`config.mk`:
```
export PLATFORM = sky130hd
export DESIGN_NAME = argb_alpha_over_blend_top
export DESIGN_NICKNAME = d
export VERILOG_FILES = /design/src/rtl/abo_pkg.sv /design/src/rtl/abo_prep.sv /design/src/rtl/abo_div_cell.sv /design/src/rtl/argb_alpha_over_blend_top.sv
export VERILOG_INCLUDE_DIRS = /design/src /design/src/rtl
export SDC_FILE = /design/constraint.sdc
export NUM_CORES = 2
export LEC_CHECK = 0
export BUFFER_PORTS_ARGS = -buffer_cell sky130_fd_sc_hd__buf_2
export CAP_MARGIN = 20
export CORE_MARGIN = 2
export CORE_UTILIZATION = 60
export CTS_CLUSTER_DIAMETER = 50
export DETAILED_ROUTE_END_ITERATION = 6
export PLACE_DENSITY = 0.76
export SYNTH_ARGS = -nofsm -noshare
export SYNTH_HDL_FRONTEND = slang
export SYNTH_HIERARCHICAL = 1
export SYNTH_SLANG_ARGS = --single-unit
```
`constraint.sdc`:
```
create_clock -name clk -period 76.6 [get_ports clk]
set_input_delay 3.83 -clock clk [delete_from_list [all_inputs] [get_ports clk]]
set_output_delay 3.83 -clock clk [all_outputs]
set_load 0.05 [all_outputs]
```
`src/rtl/assert_macros.svh`:
```
// assertion helpers used by the top-level rtl file
`ifndef ASSERT_MACROS_SVH
`define ASSERT_MACROS_SVH

// clocked property, switched off while reset is held
`define ASSERT_CLK(label, prop, msg) \
  label: assert property (@(posedge clk) disable iff (!rst_n) prop) else $error(msg);

// clocked same-cycle implication
`define ASSERT_IMPL(label, ante, cons, msg) \
  `ASSERT_CLK(label, (ante) |-> (cons), msg)

`endif

```
`src/rtl/abo_pkg.sv`:
```
package abo_pkg;

  // pixel and arithmetic widths
  localparam int CH_N   = 3;
  localparam int PIX_W  = 8;
  localparam int PROD_W = 2 * PIX_W;
  localparam int TRIP_W = 3 * PIX_W;
  localparam int SUM_W  = TRIP_W + 1;
  localparam int NUM_W  = PROD_W + 1;
  localparam int QUO_W  = PIX_W;

  localparam logic [PIX_W-1:0] PIX_MAX = {PIX_W{1'b1}};

  typedef logic [PIX_W-1:0] pix_t;

  // word handed from cell to cell along the divider chain
  typedef struct packed {
    logic [CH_N-1:0][NUM_W-1:0] rem;
    logic [CH_N-1:0][QUO_W-1:0] quo;
    logic [CH_N-1:0]            ovf;
    pix_t                       ra;
    logic                       bypass;
    pix_t                       bot_alpha;
    logic [CH_N-1:0][PIX_W-1:0] bot_chan;
  } div_word_t;

  // floor(x / 255) for x up to 255^3: shift-add estimate, one correction step
  function automatic logic [PROD_W-1:0] div255(input logic [TRIP_W-1:0] x);
    logic [SUM_W-1:0] sum;
    logic [SUM_W-1:0] q;
    logic [SUM_W-1:0] prod;
    logic [SUM_W-1:0] rem;
    sum  = {1'b0, x} + SUM_W'(x >> PIX_W) + SUM_W'(x >> (2 * PIX_W));
    q    = sum >> PIX_W;
    prod = (q << PIX_W) - q;
    rem  = {1'b0, x} - prod;
    if (rem >= SUM_W'(PIX_MAX)) begin
      q = q + SUM_W'(1);
    end
    return q[PROD_W-1:0];
  endfunction

endpackage

```
`src/rtl/abo_prep.sv`:
```
module abo_prep (
  input  logic              clk,
  input  logic              rst_n,
  input  logic              up_valid,
  output logic              up_ready,
  input  abo_pkg::pix_t     top_alpha,
  input  abo_pkg::pix_t     top_red,
  input  abo_pkg::pix_t     top_green,
  input  abo_pkg::pix_t     top_blue,
  input  abo_pkg::pix_t     bottom_alpha,
  input  abo_pkg::pix_t     bottom_red,
  input  abo_pkg::pix_t     bottom_green,
  input  abo_pkg::pix_t     bottom_blue,
  output logic              dn_valid,
  input  logic              dn_ready,
  output abo_pkg::div_word_t dn_word
);
  import abo_pkg::*;

  localparam int STG_N = 5;
  localparam int RA_W  = PIX_W + 1;

  // legacy alpha rules: zero alpha with color means opaque, alpha of one means clear
  function automatic pix_t adjust_alpha(input pix_t a, input pix_t r, input pix_t g,
                                        input pix_t b);
    pix_t res;
    res = a;
    if (a == '0 && (r | g | b) != '0) begin
      res = PIX_MAX;
    end
    if (res == pix_t'(1)) begin
      res = '0;
    end
    return res;
  endfunction

  logic [STG_N-1:0] v_r, v_nxt, en, v_src;

  // stage handshake: a stage loads when empty or when its successor moves
  always_comb begin
    for (int k = STG_N - 1; k >= 0; k--) begin
      if (k == STG_N - 1) begin
        en[k] = !v_r[k] || dn_ready;
      end else begin
        en[k] = !v_r[k] || en[k+1];
      end
    end
  end

  assign v_src = {v_r[STG_N-2:0], up_valid};

  always_comb begin
    for (int k = 0; k < STG_N; k++) begin
      v_nxt[k] = en[k] ? v_src[k] : v_r[k];
    end
  end

  always_ff @(posedge clk) begin
    if (!rst_n) begin
      v_r <= '0;
    end else begin
      v_r <= v_nxt;
    end
  end

  assign up_ready = en[0];
  assign dn_valid = v_r[STG_N-1];

  // stage 1: adjusted alphas
  pix_t da_in, sa_in;
  pix_t top_in [CH_N];
  pix_t bot_in [CH_N];

  assign da_in = adjust_alpha(top_alpha, top_red, top_green, top_blue);
  assign sa_in = adjust_alpha(bottom_alpha, bottom_red, bottom_green, bottom_blue);
  assign top_in[0] = top_red;
  assign top_in[1] = top_green;
  assign top_in[2] = top_blue;
  assign bot_in[0] = bottom_red;
  assign bot_in[1] = bottom_green;
  assign bot_in[2] = bottom_blue;

  pix_t da1_r, sa1_r, ba1_r;
  logic byp1_r;
  pix_t top1_r [CH_N];
  pix_t bot1_r [CH_N];

  always_ff @(posedge clk) begin
    if (en[0]) begin
      da1_r  <= da_in;
      sa1_r  <= sa_in;
      ba1_r  <= bottom_alpha;
      byp1_r <= (da_in == '0);
      for (int c = 0; c < CH_N; c++) begin
        top1_r[c] <= top_in[c];
        bot1_r[c] <= bot_in[c];
      end
    end
  end

  // stage 2: byte products
  logic [PROD_W-1:0] tp2_r [CH_N];
  logic [PROD_W-1:0] bp2_r [CH_N];
  logic [PROD_W-1:0] dsa2_r;
  pix_t da2_r, sa2_r, ba2_r;
  logic byp2_r;
  pix_t bot2_r [CH_N];

  always_ff @(posedge clk) begin
    if (en[1]) begin
      dsa2_r <= PROD_W'(da1_r) * PROD_W'(sa1_r);
      da2_r  <= da1_r;
      sa2_r  <= sa1_r;
      ba2_r  <= ba1_r;
      byp2_r <= byp1_r;
      for (int c = 0; c < CH_N; c++) begin
        tp2_r[c]  <= PROD_W'(top1_r[c]) * PROD_W'(da1_r);
        bp2_r[c]  <= PROD_W'(bot1_r[c]) * PROD_W'(sa1_r);
        bot2_r[c] <= bot1_r[c];
      end
    end
  end

  // stage 3: triple products and result alpha
  logic [RA_W-1:0] ra_sum;
  pix_t ra_clamp;

  assign ra_sum   = RA_W'(da2_r) + RA_W'(sa2_r) - RA_W'(div255(TRIP_W'(dsa2_r)));
  assign ra_clamp = (ra_sum > RA_W'(PIX_MAX)) ? PIX_MAX : ra_sum[PIX_W-1:0];

  logic [TRIP_W-1:0] bsd3_r [CH_N];
  logic [PROD_W-1:0] tp3_r [CH_N];
  logic [PROD_W-1:0] bp3_r [CH_N];
  pix_t ra3_r, ba3_r;
  logic byp3_r;
  pix_t bot3_r [CH_N];

  always_ff @(posedge clk) begin
    if (en[2]) begin
      ra3_r  <= ra_clamp;
      ba3_r  <= ba2_r;
      byp3_r <= byp2_r;
      for (int c = 0; c < CH_N; c++) begin
        bsd3_r[c] <= TRIP_W'(bp2_r[c]) * TRIP_W'(da2_r);
        tp3_r[c]  <= tp2_r[c];
        bp3_r[c]  <= bp2_r[c];
        bot3_r[c] <= bot2_r[c];
      end
    end
  end

  // stage 4: scale the triple products down by 255
  logic [PROD_W-1:0] q4_r [CH_N];
  logic [PROD_W-1:0] tp4_r [CH_N];
  logic [PROD_W-1:0] bp4_r [CH_N];
  pix_t ra4_r, ba4_r;
  logic byp4_r;
  pix_t bot4_r [CH_N];

  always_ff @(posedge clk) begin
    if (en[3]) begin
      ra4_r  <= ra3_r;
      ba4_r  <= ba3_r;
      byp4_r <= byp3_r;
      for (int c = 0; c < CH_N; c++) begin
        q4_r[c]   <= div255(bsd3_r[c]);
        tp4_r[c]  <= tp3_r[c];
        bp4_r[c]  <= bp3_r[c];
        bot4_r[c] <= bot3_r[c];
      end
    end
  end

  // stage 5: numerators and overflow check against ra * 256
  div_word_t word_nxt, word_r;
  logic [NUM_W-1:0] num [CH_N];

  always_comb begin
    word_nxt           = '0;
    word_nxt.ra        = ra4_r;
    word_nxt.bypass    = byp4_r;
    word_nxt.bot_alpha = ba4_r;
    for (int c = 0; c < CH_N; c++) begin
      num[c]              = NUM_W'(tp4_r[c]) + NUM_W'(bp4_r[c]) - NUM_W'(q4_r[c]);
      word_nxt.rem[c]     = num[c];
      word_nxt.ovf[c]     = (num[c] >= (NUM_W'(ra4_r) << QUO_W));
      word_nxt.bot_chan[c] = bot4_r[c];
    end
  end

  always_ff @(posedge clk) begin
    if (en[4]) begin
      word_r <= word_nxt;
    end
  end

  assign dn_word = word_r;

endmodule

```
`src/rtl/abo_div_cell.sv`:
```
module abo_div_cell #(
  parameter int BIT = abo_pkg::QUO_W - 1
) (
  input  logic               clk,
  input  logic               rst_n,
  input  logic               up_valid,
  output logic               up_ready,
  input  abo_pkg::div_word_t up_word,
  output logic               dn_valid,
  input  logic               dn_ready,
  output abo_pkg::div_word_t dn_word
);
  import abo_pkg::*;

  logic             valid_r, valid_nxt;
  div_word_t        word_r, word_nxt;
  logic [NUM_W-1:0] dsr;

  // divisor lined up with this cell's quotient bit
  assign dsr = NUM_W'(up_word.ra) << BIT;

  // one restoring step per channel, quotient bit shifted in at the bottom
  always_comb begin
    word_nxt = up_word;
    for (int c = 0; c < CH_N; c++) begin
      if (up_word.rem[c] >= dsr) begin
        word_nxt.rem[c] = up_word.rem[c] - dsr;
        word_nxt.quo[c] = {up_word.quo[c][QUO_W-2:0], 1'b1};
      end else begin
        word_nxt.quo[c] = {up_word.quo[c][QUO_W-2:0], 1'b0};
      end
    end
  end

  // cell handshake
  assign up_ready  = !valid_r || dn_ready;
  assign valid_nxt = up_ready ? up_valid : valid_r;

  always_ff @(posedge clk) begin
    if (!rst_n) begin
      valid_r <= 1'b0;
    end else begin
      valid_r <= valid_nxt;
    end
  end

  always_ff @(posedge clk) begin
    if (up_ready) begin
      word_r <= word_nxt;
    end
  end

  assign dn_valid = valid_r;
  assign dn_word  = word_r;

endmodule

```
`src/rtl/argb_alpha_over_blend_top.sv`:
```
// Porter-Duff "over" of a top ARGB8888 pixel onto a bottom one, non-premultiplied.
// Input channel: in_valid/in_ready with the eight top and bottom bytes; one word
// is taken on each edge where both are high. Result channel: out_valid/out_ready
// with out_alpha and the three color bytes.
// Pipeline: 5 front stages, 8 divider cells and 1 output register; the first
// front stage loads on the accepting edge itself.
// Throughput: one pixel per clock unless the receiver stalls and the pipeline
// fills; every stage and divider cell holds one word.
// The quotient is formed by a chain of 8 cells, one quotient bit per cell for all
// three channels, so the cell count sets the latency.
// A stalled receiver holds the output register; words behind it keep moving into
// empty stages, and in_ready drops only once every stage is full.
// Reset (rst_n low, synchronous) empties the pipeline; payload is not cleared.
// A top pixel whose adjusted alpha is zero passes the bottom pixel through
// unchanged; results are clamped to 255.
`include "assert_macros.svh"

module argb_alpha_over_blend_top (
  input  logic          clk,
  input  logic          rst_n,
  input  logic          in_valid,
  output logic          in_ready,
  input  abo_pkg::pix_t in_top_alpha,
  input  abo_pkg::pix_t in_top_red,
  input  abo_pkg::pix_t in_top_green,
  input  abo_pkg::pix_t in_top_blue,
  input  abo_pkg::pix_t in_bottom_alpha,
  input  abo_pkg::pix_t in_bottom_red,
  input  abo_pkg::pix_t in_bottom_green,
  input  abo_pkg::pix_t in_bottom_blue,
  output logic          out_valid,
  input  logic          out_ready,
  output abo_pkg::pix_t out_alpha,
  output abo_pkg::pix_t out_red,
  output abo_pkg::pix_t out_green,
  output abo_pkg::pix_t out_blue
);
  import abo_pkg::*;

  // adjusted top alpha is at least two whenever blending happens
  localparam pix_t RA_MIN = pix_t'(2);

  logic [QUO_W:0] cv;
  logic [QUO_W:0] cr;
  div_word_t      cw [QUO_W+1];

  // front stages: alpha rules, products, numerators
  abo_prep u_prep (
    .clk          (clk),
    .rst_n        (rst_n),
    .up_valid     (in_valid),
    .up_ready     (in_ready),
    .top_alpha    (in_top_alpha),
    .top_red      (in_top_red),
    .top_green    (in_top_green),
    .top_blue     (in_top_blue),
    .bottom_alpha (in_bottom_alpha),
    .bottom_red   (in_bottom_red),
    .bottom_green (in_bottom_green),
    .bottom_blue  (in_bottom_blue),
    .dn_valid     (cv[0]),
    .dn_ready     (cr[0]),
    .dn_word      (cw[0])
  );

  // divider chain, most significant quotient bit first
  for (genvar i = 0; i < QUO_W; i++) begin : g_cell
    abo_div_cell #(
      .BIT (QUO_W - 1 - i)
    ) u_cell (
      .clk      (clk),
      .rst_n    (rst_n),
      .up_valid (cv[i]),
      .up_ready (cr[i]),
      .up_word  (cw[i]),
      .dn_valid (cv[i+1]),
      .dn_ready (cr[i+1]),
      .dn_word  (cw[i+1])
    );
  end

  // final pick: pass-through, zero-divisor guard, clamp or quotient
  div_word_t fin;
  pix_t      sel_alpha;
  pix_t      sel_chan [CH_N];

  assign fin = cw[QUO_W];

  always_comb begin
    if (fin.bypass) begin
      sel_alpha = fin.bot_alpha;
    end else begin
      sel_alpha = fin.ra;
    end
    for (int c = 0; c < CH_N; c++) begin
      if (fin.bypass) begin
        sel_chan[c] = fin.bot_chan[c];
      end else if (fin.ra == '0) begin
        sel_chan[c] = '0;
      end else if (fin.ovf[c]) begin
        sel_chan[c] = PIX_MAX;
      end else begin
        sel_chan[c] = fin.quo[c];
      end
    end
  end

  // output register
  logic out_valid_r, out_valid_nxt;
  pix_t alpha_r, red_r, green_r, blue_r;

  assign cr[QUO_W]     = !out_valid_r || out_ready;
  assign out_valid_nxt = cr[QUO_W] ? cv[QUO_W] : out_valid_r;

  always_ff @(posedge clk) begin
    if (!rst_n) begin
      out_valid_r <= 1'b0;
    end else begin
      out_valid_r <= out_valid_nxt;
    end
  end

  always_ff @(posedge clk) begin
    if (cr[QUO_W] && cv[QUO_W]) begin
      alpha_r <= sel_alpha;
      red_r   <= sel_chan[0];
      green_r <= sel_chan[1];
      blue_r  <= sel_chan[2];
    end
  end

  assign out_valid = out_valid_r;
  assign out_alpha = alpha_r;
  assign out_red   = red_r;
  assign out_green = green_r;
  assign out_blue  = blue_r;

  // per channel: clamped, or remainder left below the divisor
  logic [CH_N-1:0] rem_ok;

  always_comb begin
    for (int c = 0; c < CH_N; c++) begin
      rem_ok[c] = fin.ovf[c] || (fin.rem[c] < NUM_W'(fin.ra));
    end
  end

  // input backs up only when every stage is full and the receiver stalls
  `ASSERT_IMPL(a_block_only_when_full, !in_ready, out_valid && !out_ready, "input blocked with room in pipeline")

  // blended result alpha never drops below two, the floor of the adjusted top alpha
  `ASSERT_IMPL(a_ra_floor, cv[QUO_W] && !fin.bypass, fin.ra >= RA_MIN, "blend alpha below two")

  // divider ends with a remainder below the divisor unless clamped
  `ASSERT_IMPL(a_rem_below_divisor, cv[QUO_W] && !fin.bypass, &rem_ok, "divider remainder too large")

endmodule
```
==> reports/results.ini <==
[outcome]
outcome=finished, violations left
violations=design-rule violations

[routing]
detail-route-antenna-nets=0
vias=64000
wl_per_cell_um=19.4
firstDrtPassIters=7
drtIter0Drc=4848
via_per_inst=5.75
wl_mm=216
drc=1

[final_layout]
drive_gt1_share_pct=6.98
fin_nets=10300
final_common_cell=edfxtp_1
fill_cells=12300
syn2layout_area_growth_pct=8.52
final_cell_mix=edfxtp_1 (1572), inv_1 (1219), ha_1 (875)

[logic_synthesis]
syn_area_um2=102000
syn-instance-count=8624
syn_avg_cell_area_um2=11.9
synth_nets=10200
synth_warnings=6

[global_routing]
antenna_found_initial=9
grt_pass1_vias=65000
grt_pass1_wl_mm=346
grt-ovfl-total=0
grt_usage_pct=25.2
grt_max_degree=139

[sta]
period_needed_ns=13.71
fin_setup_tns_ns=0
relSlewSlack_pct=30.3
setup_viol=0
drv_slew=0
rsz0062_at_grt=no
max_clock_freq_mhz=72.9
tightest_slew_ns=1.05
hold_viol=0
finClkSkew_ns=0.0538
fin_crit_sh_pct=17.9

[setup_path]
path_common_cell=nand2b_4
cp.arrival_ns=9.88
crit_chain=buf_2 -> nand2b_1 -> nand2b_4 -> nand2b_4 -> nand2b_4 -> nand2b_4 -> nand2b_4 -> nand2b_4 -> nand2b_4 -> nand2b_4 -> nor2b_1 -> buf_4 -> and3_1 -> nand3_4 -> buf_2
path_max_fanout=70
cp_slowest_cell=nand2b_4
end_kind=output port
reg2reg_slack_ns=67.31
startpoint_type=input pin
critPathRequiredTime_ns=72.77
criticalPathCategory=input pin to output port
max_stage_delay_ns=0.71

[clock_tree]
tritoncts=done
holdBufCountCts=0
cts_root_buffer=clkbuf_16
cts_htree_levels=4
numCtsBuffers=172
clock_latency_ns=0.81
cts_setup_buffers=0
clock-sinks=1586
cts_resized=0
clk_pin_slew_ns=0.06
clockBufferDepth=3

[placement]
hpwl_mm=165
io_buffers=101
gp_congestion=0.937

[floorplanning]
fp.dieArea_um2=174000
io_pins=102
start_util_pct=60.4
coreArea_um2=169000
die_h_um=417
die_x_um=417
fp-row-count=151

[run]
cap_violations=0

[hold_path]
min_path_type=register to register

## flip-flops by register name (all words and copies together), names as in the netlist, 24 cells and up
name and cells:
u_prep/bsd3_r 72, u_prep/bp3_r 48, u_prep/bot3_r 24, u_prep/bp4_r 48, u_prep/tp4_r 48, u_prep/bot4_r 24
u_prep/bot2_r 24, u_prep/tp3_r 48, g_cell.u_cell/dn_word 817, u_prep/bot1_r 24, u_prep/dn_word 95, u_prep/tp2_r 48
u_prep/q4_r 48, u_prep/top1_r 24, u_prep/bp2_r 48
## routing by layer
layer,track usage (%),vias to the layer above,part of all wire (%),wire [um]
li1,-,30200,-,-
met2,43.6,1953,50,108000
met4,9.38,6,3.8,8160
met3,3.61,467,5.5,11900
met5,0,-,0.019,40
met1,32.3,31400,41,88100
## worst max-delay path, delay by kind of cell
kind / cells / cell delay (ns)
simple gates: 12 / 5.37
buf+inv: 3 / 0.60
## cell type report
class	instances	area, um^2	area share [%]
Inverter	1229	4630	4.17
Tap cell	2218	2780	2.50
Sequential cell	1586	47500	42.8
Clock inverter	112	1310	1.18
Antenna cell	2	5.00	0.00451
Timing Repair Buffer	144	828	0.746
Clock buffer	202	4440	4.00
Multi-Input combinational cell	5641	49500	44.6
## final timing paths
kind	startpoint	to	cells past startpoint
worst min-delay path	u_prep/ba1_r[7]	u_prep/ba2_r[7]	0
worst max register to register	u_prep/dsa2_r[11]	u_prep/ra3_r[7]	32
worst min register to register	u_prep/ba1_r[7]	u_prep/ba2_r[7]	0
worst max-delay path	out_ready	in_ready	15
## through the flow
stage               hold slack [ns]  cells  utilization (%)  worst slack, ns  area (um^2)
floorplan                     0.400   8624                -            44.95       102000
global placement              0.401  10800             62.2            62.97       105000
detailed placement            0.405  10800             62.2            62.85       105000
CTS                           0.409  11100             65.6            62.76       111000
global route                  0.412  11100             65.6            62.28       111000
finish                        0.406  11100             65.6            62.89       111000
Power is not shown: default switching activity piles up to over one toggle a cycle in this logic, so the estimate is an artifact.
